File: src/design/mswdb_pkg.sv
// ----------------------------------------------------------------------------
// mswdb_pkg
// Shared constants and types for the multi-switch debounce event block.
// ----------------------------------------------------------------------------
package mswdb_pkg;

    localparam int NUM_SWITCHES_DEFAULT = 3;

    localparam int TIME_W     = 32;
    localparam int DEBOUNCE_W = 8;

    localparam logic [DEBOUNCE_W-1:0] DEBOUNCE_RESET = 8'd1;
    localparam logic [DEBOUNCE_W-1:0] DEBOUNCE_MIN   = 8'd1;

    localparam logic [1:0] PHASE_IDLE     = 2'd0;
    localparam logic [1:0] PHASE_PRESSED  = 2'd1;
    localparam logic [1:0] PHASE_RELEASED = 2'd2;

    typedef struct packed {
        logic press_event;
        logic release_event;
        logic pressed_now;
        logic debounced_closed;
    } lane_result_t;

endpackage

File: src/design/mswdb_if.sv
// ----------------------------------------------------------------------------
// mswdb_scan_if / mswdb_event_if
// Valid/ready channels carrying scan words in and event words out.
// ----------------------------------------------------------------------------
interface mswdb_scan_if #(
    parameter int NUM_SWITCHES = mswdb_pkg::NUM_SWITCHES_DEFAULT
);
    logic                            valid;
    logic                            ready;
    logic [mswdb_pkg::TIME_W-1:0]    now_time;
    logic [NUM_SWITCHES-1:0]         raw_lines;

    modport source (output valid, output now_time, output raw_lines, input ready);
    modport sink   (input valid, input now_time, input raw_lines, output ready);
endinterface

interface mswdb_event_if #(
    parameter int NUM_SWITCHES = mswdb_pkg::NUM_SWITCHES_DEFAULT
);
    logic                    valid;
    logic                    ready;
    logic [NUM_SWITCHES-1:0] press_events;
    logic [NUM_SWITCHES-1:0] release_events;
    logic [NUM_SWITCHES-1:0] pressed_now;
    logic [NUM_SWITCHES-1:0] debounced_closed;

    modport source (
        output valid, output press_events, output release_events,
        output pressed_now, output debounced_closed, input ready
    );
    modport sink (
        input valid, input press_events, input release_events,
        input pressed_now, input debounced_closed, output ready
    );
endinterface

File: src/design/mswdb_lane.sv
// ----------------------------------------------------------------------------
// mswdb_lane
// Debounce window and press/release state machine for one switch.
// ----------------------------------------------------------------------------
module mswdb_lane
(
    input  logic                                clk,
    input  logic                                rst_n,
    input  logic                                accept,
    input  logic [mswdb_pkg::TIME_W-1:0]        now_time,
    input  logic                                raw_line,
    input  logic [mswdb_pkg::DEBOUNCE_W-1:0]    debounce_time,
    output mswdb_pkg::lane_result_t             result
);

    logic [1:0]                         phase_reg;
    logic [1:0]                         phase_next;
    logic                               closed_reg;
    logic                               closed_next;
    logic                               active_reg;
    logic                               active_next;
    logic [mswdb_pkg::TIME_W-1:0]       start_reg;
    logic [mswdb_pkg::TIME_W-1:0]       start_next;
    logic [mswdb_pkg::TIME_W-1:0]       diff;
    logic [mswdb_pkg::TIME_W-1:0]       magnitude;
    logic                               reached;
    logic                               raw_closed;
    logic                               press_event;
    logic                               release_event;

    assign raw_closed = ~raw_line;
    assign diff       = now_time - start_reg;
    assign magnitude  = diff[mswdb_pkg::TIME_W-1] ? (~diff + 32'd1) : diff;
    assign reached    = magnitude >= {{(mswdb_pkg::TIME_W-mswdb_pkg::DEBOUNCE_W){1'b0}},
                                      debounce_time};

    always_comb
    begin
        closed_next = closed_reg;
        active_next = active_reg;
        start_next  = start_reg;
        if (raw_closed != closed_reg)
        begin
            if (active_reg)
            begin
                if (reached)
                begin
                    closed_next = ~closed_reg;
                    active_next = 1'b0;
                end
            end
            else
            begin
                start_next  = now_time;
                active_next = 1'b1;
            end
        end
        else
        begin
            active_next = 1'b0;
        end
    end

    always_comb
    begin
        phase_next    = phase_reg;
        press_event   = 1'b0;
        release_event = 1'b0;
        unique case (phase_reg)
            mswdb_pkg::PHASE_IDLE:
            begin
                if (closed_next)
                begin
                    phase_next  = mswdb_pkg::PHASE_PRESSED;
                    press_event = 1'b1;
                end
            end
            mswdb_pkg::PHASE_PRESSED:
            begin
                if (!closed_next)
                begin
                    phase_next    = mswdb_pkg::PHASE_RELEASED;
                    release_event = 1'b1;
                end
            end
            default:
            begin
                phase_next = mswdb_pkg::PHASE_IDLE;
            end
        endcase
    end

    assign result.press_event      = press_event;
    assign result.release_event    = release_event;
    assign result.pressed_now      = (phase_next == mswdb_pkg::PHASE_PRESSED);
    assign result.debounced_closed = closed_next;

    always_ff @(posedge clk or negedge rst_n)
    begin
        if (!rst_n)
        begin
            phase_reg  <= mswdb_pkg::PHASE_IDLE;
            closed_reg <= 1'b0;
            active_reg <= 1'b0;
        end
        else if (accept)
        begin
            phase_reg  <= phase_next;
            closed_reg <= closed_next;
            active_reg <= active_next;
        end
    end

    always_ff @(posedge clk)
    begin
        if (accept)
        begin
            start_reg <= start_next;
        end
    end

endmodule

File: src/design/mswdb_merge.sv
// ----------------------------------------------------------------------------
// mswdb_merge
// Packs the lane results into one event word and holds it in the output
// register until the sink takes it.
// ----------------------------------------------------------------------------
module mswdb_merge #(
    parameter int NUM_SWITCHES = mswdb_pkg::NUM_SWITCHES_DEFAULT
)
(
    input  logic                    clk,
    input  logic                    rst_n,
    input  logic                    in_valid,
    output logic                    in_ready,
    input  mswdb_pkg::lane_result_t results [NUM_SWITCHES],
    mswdb_event_if.source           out_ch
);

    logic                    valid_reg;
    logic                    accept;
    logic [NUM_SWITCHES-1:0] press_next;
    logic [NUM_SWITCHES-1:0] release_next;
    logic [NUM_SWITCHES-1:0] pressed_next;
    logic [NUM_SWITCHES-1:0] closed_next;
    logic [NUM_SWITCHES-1:0] press_reg;
    logic [NUM_SWITCHES-1:0] release_reg;
    logic [NUM_SWITCHES-1:0] pressed_reg;
    logic [NUM_SWITCHES-1:0] closed_reg;

    assign in_ready = !valid_reg || out_ch.ready;
    assign accept   = in_valid && in_ready;

    always_comb
    begin
        for (int i = 0; i < NUM_SWITCHES; i++)
        begin
            press_next[i]   = results[i].press_event;
            release_next[i] = results[i].release_event;
            pressed_next[i] = results[i].pressed_now;
            closed_next[i]  = results[i].debounced_closed;
        end
    end

    always_ff @(posedge clk or negedge rst_n)
    begin
        if (!rst_n)
        begin
            valid_reg <= 1'b0;
        end
        else if (in_ready)
        begin
            valid_reg <= in_valid;
        end
    end

    always_ff @(posedge clk)
    begin
        if (accept)
        begin
            press_reg   <= press_next;
            release_reg <= release_next;
            pressed_reg <= pressed_next;
            closed_reg  <= closed_next;
        end
    end

    assign out_ch.valid            = valid_reg;
    assign out_ch.press_events     = press_reg;
    assign out_ch.release_events   = release_reg;
    assign out_ch.pressed_now      = pressed_reg;
    assign out_ch.debounced_closed = closed_reg;

endmodule

File: src/design/multi_switch_debounce_events.sv
// ----------------------------------------------------------------------------
// multi_switch_debounce_events
// Debounces a group of active-low switches against a scan time stamp and
// reports press and release events, one event word per scan word.
// ----------------------------------------------------------------------------
// Each scan word is accepted when valid and ready are both high, and its event
// word is captured in the output register at that clock edge; a new scan word
// can be taken every cycle unless the held event word is not yet taken.
// The output register lets a scan word in while the previous event word is
// being taken. The debounce time is written through cfg_we/cfg_wdata; zero is
// stored as one.
module multi_switch_debounce_events #(
    parameter int NUM_SWITCHES = mswdb_pkg::NUM_SWITCHES_DEFAULT
)
(
    input  logic                                clk,
    input  logic                                rst_n,
    input  logic                                cfg_we,
    input  logic [mswdb_pkg::DEBOUNCE_W-1:0]    cfg_wdata,
    mswdb_scan_if.sink                          in_ch,
    mswdb_event_if.source                       out_ch
);

    logic [mswdb_pkg::DEBOUNCE_W-1:0] debounce_reg;
    logic                             in_ready;
    logic                             accept;
    mswdb_pkg::lane_result_t          results [NUM_SWITCHES];

    always_ff @(posedge clk or negedge rst_n)
    begin
        if (!rst_n)
        begin
            debounce_reg <= mswdb_pkg::DEBOUNCE_RESET;
        end
        else if (cfg_we)
        begin
            debounce_reg <= (cfg_wdata == '0) ? mswdb_pkg::DEBOUNCE_MIN : cfg_wdata;
        end
    end

    assign in_ch.ready = in_ready;
    assign accept      = in_ch.valid && in_ready;

    for (genvar g = 0; g < NUM_SWITCHES; g++)
    begin : g_lane
        mswdb_lane u_lane
        (
            .clk           (clk),
            .rst_n         (rst_n),
            .accept        (accept),
            .now_time      (in_ch.now_time),
            .raw_line      (in_ch.raw_lines[g]),
            .debounce_time (debounce_reg),
            .result        (results[g])
        );
    end

    mswdb_merge #(
        .NUM_SWITCHES (NUM_SWITCHES)
    ) u_merge
    (
        .clk      (clk),
        .rst_n    (rst_n),
        .in_valid (in_ch.valid),
        .in_ready (in_ready),
        .results  (results),
        .out_ch   (out_ch)
    );

endmodule
File: src/flat_wrapper.sv
// flat-port wrapper written by rule: the top's interface ports become plain ports
module multi_switch_debounce_events_flat 
#(
    parameter int NUM_SWITCHES = mswdb_pkg::NUM_SWITCHES_DEFAULT
)
  (clk, rst_n, cfg_we, cfg_wdata, in_ch_valid, in_ch_now_time, in_ch_raw_lines, in_ch_ready, out_ch_valid, out_ch_press_events, out_ch_release_events, out_ch_pressed_now, out_ch_debounced_closed, out_ch_ready);
  mswdb_scan_if #(.NUM_SWITCHES(NUM_SWITCHES)) in_ch_i ();
  mswdb_event_if #(.NUM_SWITCHES(NUM_SWITCHES)) out_ch_i ();
  input  logic clk;
  input  logic rst_n;
  input  logic cfg_we;
  input  logic [mswdb_pkg::DEBOUNCE_W-1:0] cfg_wdata;
  input wire logic [$bits(in_ch_i.valid)-1:0] in_ch_valid;
  input wire logic [$bits(in_ch_i.now_time)-1:0] in_ch_now_time;
  input wire logic [$bits(in_ch_i.raw_lines)-1:0] in_ch_raw_lines;
  output wire logic [$bits(in_ch_i.ready)-1:0] in_ch_ready;
  output wire logic [$bits(out_ch_i.valid)-1:0] out_ch_valid;
  output wire logic [$bits(out_ch_i.press_events)-1:0] out_ch_press_events;
  output wire logic [$bits(out_ch_i.release_events)-1:0] out_ch_release_events;
  output wire logic [$bits(out_ch_i.pressed_now)-1:0] out_ch_pressed_now;
  output wire logic [$bits(out_ch_i.debounced_closed)-1:0] out_ch_debounced_closed;
  input wire logic [$bits(out_ch_i.ready)-1:0] out_ch_ready;
  assign in_ch_i.valid = in_ch_valid;
  assign in_ch_i.now_time = in_ch_now_time;
  assign in_ch_i.raw_lines = in_ch_raw_lines;
  assign in_ch_ready = in_ch_i.ready;
  assign out_ch_valid = out_ch_i.valid;
  assign out_ch_press_events = out_ch_i.press_events;
  assign out_ch_release_events = out_ch_i.release_events;
  assign out_ch_pressed_now = out_ch_i.pressed_now;
  assign out_ch_debounced_closed = out_ch_i.debounced_closed;
  assign out_ch_i.ready = out_ch_ready;
  multi_switch_debounce_events #(.NUM_SWITCHES(NUM_SWITCHES)) u_core (.clk(clk), .rst_n(rst_n), .cfg_we(cfg_we), .cfg_wdata(cfg_wdata), .in_ch(in_ch_i), .out_ch(out_ch_i));
endmodule
File: config.mk
export PLATFORM = sky130hd
export DESIGN_NAME = multi_switch_debounce_events_flat
export DESIGN_NICKNAME = d
export VERILOG_FILES = /design/src/design/mswdb_pkg.sv /design/src/design/mswdb_if.sv /design/src/design/mswdb_lane.sv /design/src/design/mswdb_merge.sv /design/src/design/multi_switch_debounce_events.sv /design/src/flat_wrapper.sv
export SDC_FILE = /design/constraint.sdc
export NUM_CORES = 1
export LEC_CHECK = 0
export ABC_CLOCK_PERIOD_IN_PS = 6150
export BUFFER_PORTS_ARGS = -buffer_cell sky130_fd_sc_hd__clkbuf_2
export CAP_MARGIN = 20
export CORE_MARGIN = 8
export CORE_UTILIZATION = 45
export CTS_CLUSTER_DIAMETER = 150
export DETAILED_ROUTE_END_ITERATION = 8
export PLACE_DENSITY_LB_ADDON = 0.25
export SLEW_MARGIN = 20
export SYNTH_ARGS = -nofsm -noshare
export SYNTH_HDL_FRONTEND = slang
export SYNTH_HIERARCHICAL = 1
export SYNTH_SLANG_ARGS = --single-unit
File: constraint.sdc
create_clock -name clk -period 6.15 [get_ports clk]
set_input_delay 1.23 -clock clk [delete_from_list [all_inputs] [get_ports clk]]
set_output_delay 1.23 -clock clk [all_outputs]
set_load 0.005 [all_outputs]
==> flow_metrics.tcl, run 1 <==
set metrics [dict create \
    worst_slew_pin_slew_ns 0.9167 \
    async_reset_ff_share_pct 16.28 \
    cp_max_fo 7 \
    skew_ns 0.009676 \
    drt_iter0_markers 957 \
    leakage_uw 0.007971 \
    min_period_ns 5.937 \
    slowest_delay_ns 0.38 \
    first_pass_iters 6 \
    fin_util_pct 56.71 \
    synth_top_flop_cell "edfxtp_1" \
    maxCapViolations 0 \
    clk_latency_ns 0.43 \
    min-delay-start "u_core/g_lane[0].u_lane/phase_reg[0]" \
    grt_antenna_before_repair 0 \
    post-route-period-util_pct 96.54 \
    cp-start-kind "input port" \
    dieArea_um2 39950 \
    drc 0 \
    grt_pass1_vias 15140 \
    crit_path_frequent_cell "buf_4" \
    postPlaceCellArea_um2 18040 \
    synth_largest_area_cell "edfxtp_1" \
    synth_top_area_share_pct 21.32 \
    hold_viol_final 0 \
    ant_nets 0 \
    yosysSeqAreaShare_pct 24.78 \
    antenna_cells 0 \
    ioPinCount 62 \
    dp_hpwl_mm 41.24 \
    clockBufferDepth 2 \
    r2r-start "u_core/g_lane[2].u_lane/start_reg[1]" \
    ctsHoldBuffers 0 \
    grt_overflow 0 \
    area_growth_pct 24.66 \
    portBuffers 61 \
    die_h_um 199.9 \
    max_freq_ghz 0.1684 \
    cts_tree "built" \
    die_width_um 199.9 \
    drive_gt1_share_pct 27.52 \
    slew_viol_final 0 \
    hp-class "reg -> reg" \
    setup_viol 0 \
    yosysWarnings 6 \
    slew_headroom_pct 38.52 \
    gp_congestion 0.9699 \
    synth.cell_area_um2 15210 \
    cp_slowest_cell "a2111oi_4" \
    synth_cell_type_count 107 \
    ir_worst_vdd_v 0.0001725 \
    ys_ff_latch 129 \
    htreeDepth 4 \
    largest_reg_flops 96 \
    cts_sinks 129 \
    vias 15390 \
    whs_ns 0.5515 \
    core_area_um2 33450 \
    stdcell_area_um2 18970 \
    criticalPathCategory "in -> reg" \
    end_kind "flop" \
    grt_usage_pct 24.99 \
    routed_wl_mm 50.53 \
    synth_edf_count 108 \
    viasPerCell 6.005 \
    clkSlewWorstSetupHoldPaths_ns 0.06 \
    start_util_pct 45.49 \
    critPathRequiredTime_ns 6.43 \
    worstPathArrival_ns 6.22 \
    avgSynthCellArea_um2 8.581 \
    crit_start "in_ch_now_time[9]" \
    finalNetCount 2273 \
    grt_pass1_wl_mm 79.32 \
    syn_nets 1944 \
    grt_max_degree 33 \
    numCtsBuffers 17 \
    cp_cell_sequence "clkbuf_2, ha_1, nand4_1, buf_4, a2111oi_4, o211ai_1, and4_4, o311ai_4, buf_4, and2_4, nand2_1, o21ai_0, ha_1, a211oi_2, o21ai_0, a21o_1, a21oi_2, o221ai_1, a311oi_1, nand4_1, o41ai_4, buf_4, mux2i_4, nor3b_2" \
    fin_cells 2563 \
    rows 67 \
    postSynthCellCount 1773 \
    placed_cells 2521 \
    synth.area.top_cells "edfxtp_1 21%, ha_1 9.9%, a21oi_1 4.1%, inv_1 3.8%, xnor2_1 3.5%" \
    post_drt_wl_per_cell_um 19.71 \
    fillers 3017 \
    clockRootBuffer "clkbuf_16" \
    status "completed" \
    powerDensity_nw_per_um2 304.1 \
]
layout by cell type, fill, tap and decap left out, types with 46 or more instances in the layout:
master / netlist / final
clkbuf_2: 0 / 57
buf_4: 16 / 332
nor3_1: 57 / 54
a21oi_1: 125 / 119
nor2_1: 94 / 94
nand3_1: 46 / 46
xnor2_1: 61 / 61
ha_1: 120 / 111
nand2_1: 140 / 136
o21ai_0: 71 / 70
nand4_1: 53 / 53
inv_1: 152 / 152
edfxtp_1: 108 / 108
cell usage after synthesis (10+ instances only):
library cell / n
clkbuf_1: 27
nand2b_1: 16
nand3_1: 46
a211oi_1: 21
mux2i_1: 15
ha_1: 120
a21oi_1: 125
o21a_1: 14
nor3b_1: 10
xnor2_1: 61
nor2b_1: 13
o211ai_1: 21
and2_1: 35
a211oi_2: 10
buf_4: 16
o21ai_1: 17
and4_1: 19
o21ai_0: 71
nand4_1: 53
buf_6: 11
xor2_1: 34
and3_1: 21
edfxtp_1: 108
nand2_1: 140
mux2_2: 13
inv_1: 152
or3_1: 28
nor2_1: 94
a22o_1: 13
nor3_1: 57
a21o_1: 42
buf_2: 30
a31oi_1: 22
dfrtp_1: 20
nor4_1: 27
o2111a_1: 10
what timing repair did:
action	CTS	global route
setup endpoints to repair	7	22
setup buffers	1	9
resized for setup	3	42
endpoints found under the hold margin	0	0
pin swaps	0	22
critical path, delay by kind of cell:
family | cells | cell delay, ns
simple gates | 6 | 1.02
fa+ha+maj | 2 | 0.62
compound gates | 11 | 2.29
buf+inv | 4 | 0.77
mux | 1 | 0.29
power by group:
part	switching, uW	total (uW)	internal (uW)
Combinational	2000	3520	1520
Clock	409	1010	600
Sequential	92.6	1240	1150
Total	2500	5770	3270
per-stage QoR:
step           setup WS (ns)  setup TNS, ns  power (uW)
3_5_place_dp         -0.5820         -7.887        4589
3_3_place_gp         -0.6195         -7.409        4547
4_1_cts           -0.0002349     -0.0002349        5631
5_1_grt             -0.03177       -0.03906        6150
2_1_floorplan        0.01104              0        3498
6_report              0.2127              0        5767
cells by family after synthesis:
| kind of cell | share of synthesized area [%] |
|---|---|
| DFF | 24.78 |
| muxes | 2.418 |
| xor gates and xnor gates | 5.469 |
| adders and majority gates | 10.26 |
| buffers and inverters | 7.031 |
| AOI/OAI and AO/OA | 27.40 |
| and+or+nand+nor | 22.64 |
worst paths after layout:
kind | end | cells after the start | slack [ns]
min in group asynchronous | u_core/debounce_reg[5] | 1 | 0.82
hold reg to reg | u_core/g_lane[0].u_lane/phase_reg[0] | 2 | 0.55
setup / recovery | u_core/u_merge/out_ch.press_events[2] | 24 | 0.21
max in group asynchronous | u_core/g_lane[1].u_lane/active_reg | 1 | 4.88
hold / removal | u_core/g_lane[0].u_lane/phase_reg[0] | 2 | 0.55
setup reg to reg | u_core/u_merge/out_ch.press_events[2] | 24 | 0.83
final cells by class:
cell class                      instances  area, um^2  share of cell area, %
Multi-Input combinational cell       1407       10660                  56.22
Clock inverter                         15       156.4                 0.8246
Sequential cell                       129        3770                  19.88
Tap cell                              448       560.5                  2.955
Clock buffer                           17       425.4                  2.243
Inverter                              153       574.3                  3.028
Timing Repair Buffer                  394        2818                  14.86
layer usage:
metal / part of all wire, % / track usage (%)
met2: 49 / 43.75
met3: 4.3 / 2.448
met1: 42 / 30.65
met5: 0 / 0
met4: 4.2 / 11.66
(Power assumes the default switching activity.)
==> run 2: changes to the inputs <==
--- a/config.mk
+++ b/config.mk
@@ -5,14 +5,16 @@
 export SDC_FILE = /design/constraint.sdc
 export NUM_CORES = 1
 export LEC_CHECK = 0
-export ABC_CLOCK_PERIOD_IN_PS = 6150
+export ABC_CLOCK_PERIOD_IN_PS = 7000
 export BUFFER_PORTS_ARGS = -buffer_cell sky130_fd_sc_hd__clkbuf_2
 export CAP_MARGIN = 20
 export CORE_MARGIN = 8
 export CORE_UTILIZATION = 45
 export CTS_CLUSTER_DIAMETER = 150
 export DETAILED_ROUTE_END_ITERATION = 8
+export GPL_ROUTABILITY_DRIVEN = 0
 export PLACE_DENSITY_LB_ADDON = 0.25
+export SKIP_LAST_GASP = 1
 export SLEW_MARGIN = 20
 export SYNTH_ARGS = -nofsm -noshare
 export SYNTH_HDL_FRONTEND = slang
==> constraint.sdc (replaced) <==
create_clock -name clk -period 7 [get_ports clk]
set_input_delay 1.4 -clock clk [delete_from_list [all_inputs] [get_ports clk]]
set_output_delay 1.4 -clock clk [all_outputs]
set_load 0.005 [all_outputs]
==> run 2 against run 1 <==
  * Final cell count shrank 10%
  * Critical path depth is 1 higher
  * Register-to-register slack better by 0.44 ns
  * Worst setup slack better by 0.17 ns
  * Worst hold slack worse by 0.0063 ns
  * Combinational power fell by 24%
  * Sequential power fell by 12%
  * Global-route usage shrank 1.9 points
==> flow_metrics.tcl, run 2 (synthesis gave the netlist of run 1 again) <==
set metrics [dict create \
    dp_hpwl_mm 36.67 \
    drc 0 \
    die_h_um 199.9 \
    routed_wl_mm 46.22 \
    post-route-period-util_pct 94.56 \
    fillers 3185 \
    status "completed" \
    powerDensity_nw_per_um2 276.5 \
    max_freq_ghz 0.1511 \
    grt_pass1_vias 13930 \
    criticalPathCategory "in -> reg" \
    slew_viol_final 0 \
    viasPerCell 6.234 \
    slowest_delay_ns 0.40 \
    critPathRequiredTime_ns 7.30 \
    timing.final.ws_setup_ns 0.3811 \
    stdcell_area_um2 16760 \
    hold_viol_final 0 \
    hp-class "reg -> reg" \
    dieArea_um2 39950 \
    cp_slowest_cell "a211oi_4" \
    cp_max_fo 8 \
    grt_antenna_before_repair 1 \
    grt_overflow 0 \
    postPlaceCellArea_um2 16130 \
    worst_slew_pin_slew_ns 0.9176 \
    core_area_um2 33450 \
    fin_cells 2304 \
    worstPathArrival_ns 6.92 \
    drt_iter0_markers 1293 \
    ant_nets 0 \
    end_kind "flop" \
    layout_commonest_cell "inv_1" \
    start_util_pct 45.49 \
    die_width_um 199.9 \
    grt_pass1_wl_mm 73.73 \
    largest_reg_flops 96 \
    placed_cells 2268 \
    ir_worst_vdd_v 0.0001513 \
    setup_tns_ns 0 \
    cts_tree "built" \
    skew_ns 0.01355 \
    ctsHoldBuffers 0 \
    numCtsBuffers 17 \
    maxCapViolations 0 \
    vias 14360 \
    pre_cts_ws_ns -0.1830 \
    clkSlewWorstSetupHoldPaths_ns 0.06 \
    post_drt_wl_per_cell_um 20.06 \
    rows 67 \
    whs_ns 0.5452 \
    antenna_cells 0 \
    cp-start-kind "input port" \
    slew_headroom_pct 38.46 \
    portBuffers 61 \
    clockRootBuffer "clkbuf_16" \
    drive_gt1_share_pct 15.95 \
    area_growth_pct 10.16 \
    first_pass_iters 6 \
    clk_latency_ns 0.44 \
    clockBufferDepth 2 \
    leakage_uw 0.006675 \
    cts_sinks 129 \
    finalNetCount 2014 \
    ioPinCount 62 \
    crit_path_frequent_cell "buf_4" \
    setup_viol 0 \
    min_period_ns 6.619 \
    grt_max_degree 33 \
    layout_common_cells "152 x inv_1, 140 x nand2_1, 124 x a21oi_1" \
    grt_usage_pct 23.06 \
    htreeDepth 4 \
]
==> run 2: path summary, 6_finish.rpt <==
| kind | startpoint | endpoint | slack, ns | cells after the start |
|---|---|---|---|---|
| worst max-delay path | in_ch_now_time[8] | u_core/u_merge/out_ch.release_events[0] | 0.38 | 25 |
| worst min-delay path | u_core/g_lane[0].u_lane/phase_reg[0] | u_core/g_lane[0].u_lane/phase_reg[0] | 0.55 | 2 |
| worst max register to register | u_core/g_lane[0].u_lane/start_reg[14] | u_core/u_merge/out_ch.release_events[0] | 1.27 | 24 |
| worst min register to register | u_core/g_lane[0].u_lane/phase_reg[0] | u_core/g_lane[0].u_lane/phase_reg[0] | 0.55 | 2 |
| max in group asynchronous | rst_n | u_core/g_lane[2].u_lane/phase_reg[1] | 5.55 | 1 |
| min in group asynchronous | rst_n | u_core/debounce_reg[6] | 1.00 | 1 |
==> run 2: repair_timing <==
action                     4_1_cts  5_1_grt
gates resized for setup          0        7
setup endpoints to repair        0        6
setup buffers                    0        4
==> run 2: area by class of cell <==
class / instances / area, um^2 / share of cell area [%]
Inverter: 153 / 574.3 / 3.427
Clock inverter: 13 / 140.1 / 0.8361
Tap cell: 448 / 560.5 / 3.345
Multi-Input combinational cell: 1407 / 10420 / 62.18
Timing Repair Buffer: 135 / 860.8 / 5.136
Clock buffer: 19 / 432.9 / 2.583
Sequential cell: 129 / 3770 / 22.49
==> run 2: per-layer routing <==
layer  part of all wire, %  vias to the layer above  GRT usage [%]
met5                     0                        -              0
met4                   3.4                        0          10.16
met3                   4.6                      105          2.582
met2                    48                      487          39.43
met1                    44                     6908          29.08
li1                      -                     6863              -
==> run 2: report_power, final <==
| part | switching, uW | total [uW] | internal (uW) |
|---|---|---|---|
| Combinational | 1630 | 2660 | 1030 |
| Clock | 359 | 882 | 524 |
| Sequential | 79.2 | 1090 | 1010 |
| Total | 2070 | 4630 | 2560 |
==> run 2: worst max-delay path: cells and delay by family <==
| kind | cells | cell delay, ns |
|---|---|---|
| buffers and inverters | 4 | 0.68 |
| AOI/OAI and AO/OA | 12 | 2.63 |
| xor gates and xnor gates | 1 | 0.12 |
| muxes | 1 | 0.36 |
| adders and majority gates | 2 | 0.67 |
| and+or+nand+nor | 5 | 1.03 |
==> run 2: through the flow <==
stage	power (uW)	utilization, %
floorplan	3072	-
global placement	3638	48.21
detailed placement	3686	48.21
CTS	4591	49.92
global route	4948	50.11
finish	4635	50.11
